<file path="config.mk">
export PLATFORM = sky130hd
export DESIGN_NAME = reconnect_backoff_controller
export DESIGN_NICKNAME = d
export VERILOG_FILES = /design/src/rbc_pkg.sv /design/src/reconnect_backoff_controller.sv
export SDC_FILE = /design/constraint.sdc
export NUM_CORES = 1
export LEC_CHECK = 0
export BUFFER_PORTS_ARGS = -buffer_cell sky130_fd_sc_hd__buf_2
export CAP_MARGIN = 20
export CORE_ASPECT_RATIO = 0.7
export CORE_UTILIZATION = 50
export CTS_BUF_LIST = sky130_fd_sc_hd__clkbuf_8
export CTS_CLUSTER_SIZE = 25
export DETAILED_ROUTE_END_ITERATION = 12
export PLACE_DENSITY = 0.7
export SLEW_MARGIN = 0
export SYNTH_ARGS = -nofsm -noshare
export SYNTH_HDL_FRONTEND = slang
export SYNTH_SLANG_ARGS = --single-unit
</file>
<file path="constraint.sdc">
create_clock -name clk -period 17.78 [get_ports clk]
set_clock_uncertainty 0.15 [all_clocks]
set_input_delay 0.889 -clock clk [delete_from_list [all_inputs] [get_ports clk]]
set_output_delay 0.889 -clock clk [all_outputs]
set_load 0.05 [all_outputs]
</file>
<file path="src/rbc_pkg.sv">
// Shared codes, widths and reset values for the reconnect backoff controller.
`timescale 1ns / 1ps
`default_nettype none
package rbc_pkg;

  localparam int unsigned CMD_W   = 3;
  localparam int unsigned STATE_W = 3;
  localparam int unsigned ATT_W   = 8;
  localparam int unsigned TPS_W   = 10;
  localparam int unsigned DELAY_W = 8;
  localparam int unsigned CD_W    = TPS_W + DELAY_W;
  localparam int unsigned IDX_W   = 3;

  // Number of distinct backoff steps; later attempts reuse the last one.
  localparam int unsigned DELAY_STEPS = 5;
  localparam int unsigned DELAY_CAP   = (DELAY_STEPS - 1 > 4) ? 4 : DELAY_STEPS - 1;

  // Command codes
  localparam logic [CMD_W-1:0] CMD_CONNECT    = 3'd0;
  localparam logic [CMD_W-1:0] CMD_DISCONNECT = 3'd1;
  localparam logic [CMD_W-1:0] CMD_REPORT     = 3'd2;
  localparam logic [CMD_W-1:0] CMD_TRIGGER    = 3'd3;
  localparam logic [CMD_W-1:0] CMD_START_RES  = 3'd4;
  localparam logic [CMD_W-1:0] CMD_TICK       = 3'd5;

  // Link state codes
  localparam logic [STATE_W-1:0] LS_DISCONNECTED  = 3'd0;
  localparam logic [STATE_W-1:0] LS_CONNECTING    = 3'd1;
  localparam logic [STATE_W-1:0] LS_CONNECTED     = 3'd2;
  localparam logic [STATE_W-1:0] LS_DISCONNECTING = 3'd3;
  localparam logic [STATE_W-1:0] LS_RECONNECTING  = 3'd4;
  localparam logic [STATE_W-1:0] LS_ERROR         = 3'd5;

  // Register indexes
  localparam logic [2:0] REG_TPS    = 3'd0;
  localparam logic [2:0] REG_DELAY0 = 3'd1;
  localparam logic [2:0] REG_DELAY1 = 3'd2;
  localparam logic [2:0] REG_DELAY2 = 3'd3;
  localparam logic [2:0] REG_DELAY3 = 3'd4;
  localparam logic [2:0] REG_DELAY4 = 3'd5;

  // Register reset values
  localparam logic [TPS_W-1:0]   TPS_RST    = 10'd1000;
  localparam logic [DELAY_W-1:0] DELAY0_RST = 8'd1;
  localparam logic [DELAY_W-1:0] DELAY1_RST = 8'd2;
  localparam logic [DELAY_W-1:0] DELAY2_RST = 8'd5;
  localparam logic [DELAY_W-1:0] DELAY3_RST = 8'd15;
  localparam logic [DELAY_W-1:0] DELAY4_RST = 8'd30;

  localparam logic [ATT_W-1:0] ATT_MAX = '1;

endpackage
`default_nettype wire

</file>
<file path="src/reconnect_backoff_controller.sv">
// Reconnect backoff controller: link retry state, backoff countdown and APB registers.
`timescale 1ns / 1ps
`default_nettype none
// One command item enters on the in_ channel and yields exactly one result item
// on the out_ channel carrying the link state, attempt count, armed flag and the
// request pulses it caused. An item is taken into an input register, processed in
// a single pass of combinational logic (one 8x10 multiply for the backoff load,
// a countdown decrement and the state update) and is written into the result
// register once the result slot is free; out_valid rises as it is written. The
// block accepts one item every cycle; in_ready only drops when the result register
// is full and out_ready is low while the input register also holds an item.
// Backoff registers (ticks_per_second and five per-step delays in seconds) are
// written over the APB port at byte address 4*i and should only be changed while
// no item is in flight.
module reconnect_backoff_controller
  import rbc_pkg::*;
(
  input  wire logic               clk,
  input  wire logic               rst_n,
  // command channel
  input  wire logic               in_valid,
  output logic                    in_ready,
  input  wire logic [CMD_W-1:0]   in_command,
  input  wire logic [STATE_W-1:0] in_reported_state,
  input  wire logic               in_start_ok,
  // result channel
  output logic                    out_valid,
  input  wire logic               out_ready,
  output logic [STATE_W-1:0]      out_link_state,
  output logic [ATT_W-1:0]        out_attempt_count,
  output logic                    out_retry_armed,
  output logic                    out_restart_request,
  output logic                    out_start_request,
  output logic                    out_stop_request,
  output logic                    out_error_report,
  // configuration port
  input  wire logic               psel,
  input  wire logic               penable,
  input  wire logic               pwrite,
  input  wire logic [4:0]         paddr,
  input  wire logic [31:0]        pwdata,
  output logic [31:0]             prdata,
  output logic                    pready
);

  // ---------------------------------------------------------------------------
  // Configuration registers
  // ---------------------------------------------------------------------------
  logic [TPS_W-1:0]   tps_r;
  logic [DELAY_W-1:0] delay0_r, delay1_r, delay2_r, delay3_r, delay4_r;
  logic [2:0]         reg_idx;
  logic               reg_wr;

  assign pready  = 1'b1;
  assign reg_idx = paddr[4:2];
  assign reg_wr  = psel & penable & pwrite & pready;

  always_ff @(posedge clk) begin
    if (!rst_n) begin
      tps_r    <= TPS_RST;
      delay0_r <= DELAY0_RST;
      delay1_r <= DELAY1_RST;
      delay2_r <= DELAY2_RST;
      delay3_r <= DELAY3_RST;
      delay4_r <= DELAY4_RST;
    end else if (reg_wr) begin
      case (reg_idx)
        REG_TPS:    tps_r    <= pwdata[TPS_W-1:0];
        REG_DELAY0: delay0_r <= pwdata[DELAY_W-1:0];
        REG_DELAY1: delay1_r <= pwdata[DELAY_W-1:0];
        REG_DELAY2: delay2_r <= pwdata[DELAY_W-1:0];
        REG_DELAY3: delay3_r <= pwdata[DELAY_W-1:0];
        REG_DELAY4: delay4_r <= pwdata[DELAY_W-1:0];
        default: ;  // unmapped: drop the write
      endcase
    end
  end

  always_comb begin
    prdata = '0;
    case (reg_idx)
      REG_TPS:    prdata = {{(32-TPS_W){1'b0}}, tps_r};
      REG_DELAY0: prdata = {{(32-DELAY_W){1'b0}}, delay0_r};
      REG_DELAY1: prdata = {{(32-DELAY_W){1'b0}}, delay1_r};
      REG_DELAY2: prdata = {{(32-DELAY_W){1'b0}}, delay2_r};
      REG_DELAY3: prdata = {{(32-DELAY_W){1'b0}}, delay3_r};
      REG_DELAY4: prdata = {{(32-DELAY_W){1'b0}}, delay4_r};
      default:    prdata = '0;
    endcase
  end

  // ---------------------------------------------------------------------------
  // Handshake: input register feeds the result register in one pass
  // ---------------------------------------------------------------------------
  logic               in_valid_r;
  logic [CMD_W-1:0]   cmd_r;
  logic [STATE_W-1:0] rep_r;
  logic               ok_r;
  logic               out_valid_r;
  logic               advance;
  logic               step_en;

  // Advance whenever the result slot is empty or being drained.
  assign advance  = ~out_valid_r | out_ready;
  assign in_ready = ~in_valid_r | advance;
  assign step_en  = advance & in_valid_r;

  always_ff @(posedge clk) begin
    if (!rst_n) begin
      in_valid_r <= 1'b0;
    end else if (in_ready) begin
      in_valid_r <= in_valid;
    end
  end

  always_ff @(posedge clk) begin
    if (in_valid & in_ready) begin
      cmd_r <= in_command;
      rep_r <= in_reported_state;
      ok_r  <= in_start_ok;
    end
  end

  // ---------------------------------------------------------------------------
  // Controller state
  // ---------------------------------------------------------------------------
  logic [STATE_W-1:0] link_r, link_nxt;
  logic [ATT_W-1:0]   attempt_r, attempt_nxt;
  logic [CD_W-1:0]    countdown_r, countdown_nxt;
  logic               active_r, active_nxt;
  logic               user_stop_r, user_stop_nxt;
  logic               proto_r, proto_nxt;
  logic               from_retry_r, from_retry_nxt;
  logic               restart_nxt, start_nxt, stop_nxt, error_nxt;

  // Backoff load value: delay of the capped attempt index times ticks per second.
  // Every path that arms the timer sees the attempt count as it stood before
  // the item, so the register value selects the step.
  logic [IDX_W-1:0]   step_idx;
  logic [DELAY_W-1:0] delay_sel;
  logic [CD_W-1:0]    arm_value;
  logic [CD_W-1:0]    cd_dec;

  assign step_idx = (attempt_r >= ATT_W'(DELAY_CAP)) ? IDX_W'(DELAY_CAP)
                                                     : attempt_r[IDX_W-1:0];

  always_comb begin
    case (step_idx)
      3'd0:    delay_sel = delay0_r;
      3'd1:    delay_sel = delay1_r;
      3'd2:    delay_sel = delay2_r;
      3'd3:    delay_sel = delay3_r;
      default: delay_sel = delay4_r;
    endcase
  end

  assign arm_value = CD_W'(delay_sel) * CD_W'(tps_r);
  // Hold at zero: a zero countdown expires on the next tick.
  assign cd_dec    = (countdown_r != '0) ? countdown_r - CD_W'(1) : countdown_r;

  always_comb begin
    link_nxt       = link_r;
    attempt_nxt    = attempt_r;
    countdown_nxt  = countdown_r;
    active_nxt     = active_r;
    user_stop_nxt  = user_stop_r;
    proto_nxt      = proto_r;
    from_retry_nxt = from_retry_r;
    restart_nxt    = 1'b0;
    start_nxt      = 1'b0;
    stop_nxt       = 1'b0;
    error_nxt      = 1'b0;

    case (cmd_r)
      CMD_CONNECT: begin
        // Fresh connect: clear stop, cancel retry, create protocol.
        user_stop_nxt  = 1'b0;
        active_nxt     = 1'b0;
        countdown_nxt  = '0;
        attempt_nxt    = '0;
        link_nxt       = LS_CONNECTING;
        proto_nxt      = 1'b1;
        from_retry_nxt = 1'b0;
        start_nxt      = 1'b1;
      end
      CMD_DISCONNECT: begin
        user_stop_nxt = 1'b1;
        active_nxt    = 1'b0;
        countdown_nxt = '0;
        attempt_nxt   = '0;
        if (!proto_r) begin
          // A disconnected report never overrides reconnecting.
          if (link_r != LS_RECONNECTING) begin
            link_nxt = LS_DISCONNECTED;
          end
        end else begin
          link_nxt  = LS_DISCONNECTING;
          stop_nxt  = 1'b1;
          proto_nxt = 1'b0;
        end
      end
      CMD_REPORT: begin
        if (rep_r <= LS_ERROR &&
            !(rep_r == LS_DISCONNECTED && link_r == LS_RECONNECTING)) begin
          link_nxt = rep_r;
          if (rep_r == LS_CONNECTED) begin
            active_nxt    = 1'b0;
            countdown_nxt = '0;
            attempt_nxt   = '0;
          end else if (!user_stop_r &&
                       ((rep_r == LS_DISCONNECTED && link_r == LS_CONNECTED) ||
                        rep_r == LS_ERROR)) begin
            countdown_nxt = arm_value;
            active_nxt    = 1'b1;
          end
        end
      end
      CMD_TRIGGER: begin
        // Countdown keeps running if already armed.
        if (proto_r && link_r != LS_DISCONNECTING && link_r != LS_RECONNECTING &&
            !user_stop_r) begin
          if (attempt_r != ATT_MAX) begin
            attempt_nxt = attempt_r + ATT_W'(1);
          end
          link_nxt       = LS_RECONNECTING;
          restart_nxt    = 1'b1;
          from_retry_nxt = 1'b1;
        end
      end
      CMD_START_RES: begin
        if (proto_r && !ok_r) begin
          error_nxt = 1'b1;
          if (!from_retry_r) begin
            link_nxt = LS_ERROR;
          end
          if (!user_stop_r) begin
            countdown_nxt = arm_value;
            active_nxt    = 1'b1;
          end
        end
      end
      CMD_TICK: begin
        if (active_r) begin
          countdown_nxt = cd_dec;
          if (cd_dec == '0) begin
            active_nxt = 1'b0;
            if (proto_r && link_r != LS_DISCONNECTING &&
                link_r != LS_RECONNECTING && !user_stop_r) begin
              if (attempt_r != ATT_MAX) begin
                attempt_nxt = attempt_r + ATT_W'(1);
              end
              link_nxt       = LS_RECONNECTING;
              restart_nxt    = 1'b1;
              from_retry_nxt = 1'b1;
            end
          end
        end
      end
      default: ;  // unknown command: report state, no pulses
    endcase
  end

  always_ff @(posedge clk) begin
    if (!rst_n) begin
      link_r       <= LS_DISCONNECTED;
      attempt_r    <= '0;
      countdown_r  <= '0;
      active_r     <= 1'b0;
      user_stop_r  <= 1'b0;
      proto_r      <= 1'b0;
      from_retry_r <= 1'b0;
    end else if (step_en) begin
      link_r       <= link_nxt;
      attempt_r    <= attempt_nxt;
      countdown_r  <= countdown_nxt;
      active_r     <= active_nxt;
      user_stop_r  <= user_stop_nxt;
      proto_r      <= proto_nxt;
      from_retry_r <= from_retry_nxt;
    end
  end

  // ---------------------------------------------------------------------------
  // Result register
  // ---------------------------------------------------------------------------
  logic [STATE_W-1:0] res_link_r;
  logic [ATT_W-1:0]   res_attempt_r;
  logic               res_armed_r, res_restart_r, res_start_r, res_stop_r, res_error_r;

  always_ff @(posedge clk) begin
    if (!rst_n) begin
      out_valid_r <= 1'b0;
    end else if (advance) begin
      out_valid_r <= in_valid_r;
    end
  end

  always_ff @(posedge clk) begin
    if (step_en) begin
      res_link_r    <= link_nxt;
      res_attempt_r <= attempt_nxt;
      res_armed_r   <= active_nxt;
      res_restart_r <= restart_nxt;
      res_start_r   <= start_nxt;
      res_stop_r    <= stop_nxt;
      res_error_r   <= error_nxt;
    end
  end

  assign out_valid           = out_valid_r;
  assign out_link_state      = res_link_r;
  assign out_attempt_count   = res_attempt_r;
  assign out_retry_armed     = res_armed_r;
  assign out_restart_request = res_restart_r;
  assign out_start_request   = res_start_r;
  assign out_stop_request    = res_stop_r;
  assign out_error_report    = res_error_r;

  // ---------------------------------------------------------------------------
  // Assertions
  // ---------------------------------------------------------------------------
  // The timer is never armed while the user has stopped the link.
  a_armed_not_stopped: assert property (@(posedge clk) disable iff (!rst_n)
    active_r |-> !user_stop_r)
    else $error("backoff armed while user-stopped");

  // The attempt count only holds, steps up by one or returns to zero.
  a_attempt_step: assert property (@(posedge clk) disable iff (!rst_n)
    step_en |=> (attempt_r == $past(attempt_r)) ||
                (attempt_r == $past(attempt_r) + ATT_W'(1)) || (attempt_r == '0))
    else $error("attempt count jumped");

  // A restart always counts an attempt and leaves the link reconnecting.
  a_restart_counts: assert property (@(posedge clk) disable iff (!rst_n)
    (out_valid && out_restart_request) |->
      (out_attempt_count != '0) && (out_link_state == LS_RECONNECTING))
    else $error("restart without attempt or reconnecting state");

  // A fresh connect leaves no retry armed and a cleared count.
  a_start_clean: assert property (@(posedge clk) disable iff (!rst_n)
    (out_valid && out_start_request) |->
      !out_retry_armed && (out_attempt_count == '0) &&
      (out_link_state == LS_CONNECTING))
    else $error("connect left retry state behind");

endmodule
`default_nettype wire
</file>
==> impl_metrics.env <==
export IMPL_holdPathEnd="delay3_r[6]"
export IMPL_track_usage_pct=24.5
export IMPL_setup_tns_ns=0
export IMPL_cts_sinks=108
export IMPL_wl_per_cell_microns=17.1
export IMPL_cts_max_level=3
export IMPL_numCtsBuffers=9
export IMPL_coreArea_sq_mm=0.0172
export IMPL_holdBufCountCts=0
export IMPL_r2r_end="countdown_r[14]"
export IMPL_synth_top_cell_area_share_pct=19.2
export IMPL_status="finished, final reports clean"
export IMPL_cts_max_path_buffers=2
export IMPL_crit_arrival_ns=6.36
export IMPL_place_congestion=0.898
export IMPL_ios=102
export IMPL_rsz0062_at_grt="false"
export IMPL_cpLargestDelayFamily="adder cells"
export IMPL_vias=7541
export IMPL_ant_nets=0
export IMPL_post_cts_buffers=0
export IMPL_synth_most_common_cell="nand2_1"
export IMPL_cp_slowest_cell="dfxtp_1"
export IMPL_crit_top_cell="fa_1"
export IMPL_drtPass1Iterations=5
export IMPL_leakage_nw=4.00
export IMPL_clk_latency_ns=0.39
export IMPL_ys_warn_count=0
export IMPL_hold_viol_final=0
export IMPL_rows=40
export IMPL_syn_inst=1028
export IMPL_synthTopCellsByCount="nand2_1 (105), dfxtp_1 (85), nor2_1 (83), inv_1 (80), and2_1 (74)"
export IMPL_ys_ff_latch=108
export IMPL_antenna_found_initial=0
export IMPL_overflow=0
export IMPL_fin_cells=1286
export IMPL_power_density_mw_per_mm2=53.0
export IMPL_cp_required_ns=17.88
export IMPL_fillers=1655
export IMPL_ys_types=77
export IMPL_grt_max_degree=52
export IMPL_via_per_inst=5.86
export IMPL_cts_tree="done"
export IMPL_grt_pass1_vias=6861
export IMPL_synth_area_top_cells="dfxtp_1 (19%), fa_1 (11%), edfxtp_1 (7.8%)"
export IMPL_synth_edf_count=23
export IMPL_slew_headroom_pct=36.2
export IMPL_rr_startpoint="attempt_r[1]"
export IMPL_clk_pin_slew_ns=0.12
export IMPL_drive_gt1_share_pct=11.3
export IMPL_crit_path_start_kind="flop"
export IMPL_syn_area_sq_mm=0.00885
export IMPL_rr_worst_depth=17
export IMPL_wirelength_microns=21900
export IMPL_postSynthAreaPerCell_sq_um=8.61
export IMPL_cap_violations=0
export IMPL_crit_fanout=12
export IMPL_numPortBuffers=54
export IMPL_vdd_drop_max_v=0.0000334
export IMPL_synthFlopType="dfxtp_1"
export IMPL_start_util_pct=51.4
export IMPL_hpwl_microns=16000
export IMPL_final_min_clock_period_ns=6.25
export IMPL_dieWidth_microns=161
export IMPL_fin_crit_sh_pct=35.2
export IMPL_async_flop_share_pct=0
export IMPL_crit_buf_inv=2
export IMPL_finalSetupViolCount=0
export IMPL_cts_repair_resize_count=0
export IMPL_path_cells="mux4_2 > mux2_2 > and2_1 > fa_1 > fa_1 > fa_1 > inv_1 > fa_1 > inv_1 > ha_1 > a21o_1 > a31oi_1 > o21ai_0 > o211ai_1 > xnor2_1 > a222oi_1 > nor3_1"
export IMPL_hold_start="delay3_r[6]"
export IMPL_grt_pass1_wl_microns=35700
export IMPL_ys_seq_area_share_pct=27.0
export IMPL_worst_pin_slew_ns=0.951
export IMPL_dp_cells=1270
export IMPL_holdCritPathClass="flop to flop"
export IMPL_drc_errors=0
export IMPL_synth_top_cell_by_area="dfxtp_1"
export IMPL_nets=1191
export IMPL_insertedDiodeCount=0
export IMPL_ff2ff_setup_slack_ns=11.53
export IMPL_drt_iter0_drc=700
export IMPL_cts_root_buffer="clkbuf_8"
export IMPL_final_max_slew_viol_count=0
export IMPL_slowest_delay_ns=0.83
export IMPL_area_delta_synth_final_pct=5.58
export IMPL_holdPathStages=2
export IMPL_end_kind="flop"
export IMPL_max_freq_ghz=0.160
export IMPL_hold_ws_ns=0.332
export IMPL_path_class="flop to flop"
export IMPL_die_area_sq_mm=0.0182
export IMPL_die_h_microns=113
## layer usage
metal / wire, microns / share of wire [%] / up-vias / track usage (%)
li1: - / - / 3605 / -
met1: 10500 / 48 / 3612 / 37.0
met2: 9310 / 42 / 304 / 36.1
met3: 1880 / 8.6 / 20 / 4.80
met4: 211 / 0.96 / 0 / 4.72
met5: 0 / 0 / - / 0
## report_power, final
group	switching [mW]	internal, mW
sequential	0.00610	0.255
clock	0.0963	0.0539
combinational	0.0618	0.0222
total	0.164	0.331
## cells in the final DEF (no fill, tap or decap), drive strengths merged, types with 6 or more instances in the layout
| cell | Yosys | routed |
|---|---|---|
| nand3 | 31 | 31 |
| clkbuf | 37 | 9 |
| mux2 | 12 | 12 |
| o31ai | 10 | 10 |
| dfxtp | 85 | 85 |
| xor2 | 8 | 8 |
| and2 | 74 | 74 |
| a211oi | 9 | 9 |
| nand2 | 105 | 105 |
| inv | 80 | 84 |
| o211ai | 7 | 7 |
| a21o | 11 | 11 |
| conb | 2 | 23 |
| o21ai | 40 | 40 |
| nor3 | 25 | 25 |
| a21oi | 58 | 58 |
| fa | 48 | 48 |
| a31oi | 11 | 11 |
| nor2 | 84 | 84 |
| buf | 30 | 57 |
| mux4 | 8 | 8 |
| mux2i | 42 | 42 |
| o22ai | 10 | 10 |
| o311ai | 6 | 6 |
| nand2b | 6 | 6 |
| edfxtp | 23 | 23 |
| a22oi | 15 | 15 |
| xnor2 | 11 | 11 |
| nor4 | 10 | 10 |
| or3 | 6 | 6 |
| and3 | 14 | 14 |
| nor2b | 7 | 7 |
| ha | 42 | 42 |
## area by class of cell
cell class / instances / area [sq um] / area share, %
Multi-Input combinational cell: 793 / 5880 / 62.9
Tap cell: 231 / 289 / 3.09
Sequential cell: 108 / 2390 / 25.6
Clock inverter: 7 / 63.8 / 0.683
Clock buffer: 9 / 124 / 1.33
Inverter: 81 / 304 / 3.25
Timing Repair Buffer: 57 / 293 / 3.13
## per-stage QoR
| step | instance area [sq um] | setup slack, ns | utilization (%) | power [mW] |
|---|---|---|---|---|
| floorplan | 8930 | 12.06 | - | 0.333 |
| global placement | 9160 | 11.59 | 53.2 | 0.348 |
| detailed placement | 9160 | 11.56 | 53.2 | 0.349 |
| CTS | 9350 | 11.52 | 54.3 | 0.497 |
| global route | 9350 | 11.18 | 54.3 | 0.515 |
| finish | 9350 | 11.53 | 54.3 | 0.495 |
## state kept, by name, summed over array words and instances, names as in the netlist, 3 cells and up
signal	flops
attempt_r	8
cmd_r	3
countdown_r	18
delay0_r	8
delay1_r	8
delay2_r	8
delay3_r	8
delay4_r	8
link_r	3
out_attempt_count	8
out_link_state	3
rep_r	3
tps_r	10
## worst max path at each step
stage	to	from	cells after the start
finish	countdown_r[14]	attempt_r[1]	17
global placement	countdown_r[15]	attempt_r[1]	20
floorplan	countdown_r[17]	attempt_r[1]	21
CTS	countdown_r[14]	attempt_r[0]	17
global route	countdown_r[14]	attempt_r[1]	17
detailed placement	countdown_r[14]	attempt_r[1]	17
## cells by family after synthesis
kind of cell | after synthesis | synth area share [%]
AO/OA/AOI/OAI | 213 | 16.4
XOR/XNOR | 19 | 1.88
adder cells (fa/ha/maj) | 90 | 16.8
buffers and inverters | 148 | 7.43
flip-flops | 108 | 27.0
multiplexers | 62 | 8.31
other | 2 | 0.0848
AND/OR/NAND/NOR | 386 | 22.1
## tightest hold or removal path: stages (launching register included)
cell and delay [ns]:
dfxtp_1 0.34, nand2_1 0.06, a21oi_1 0.05
No activity file was read; power rests on OpenSTA's default activity.
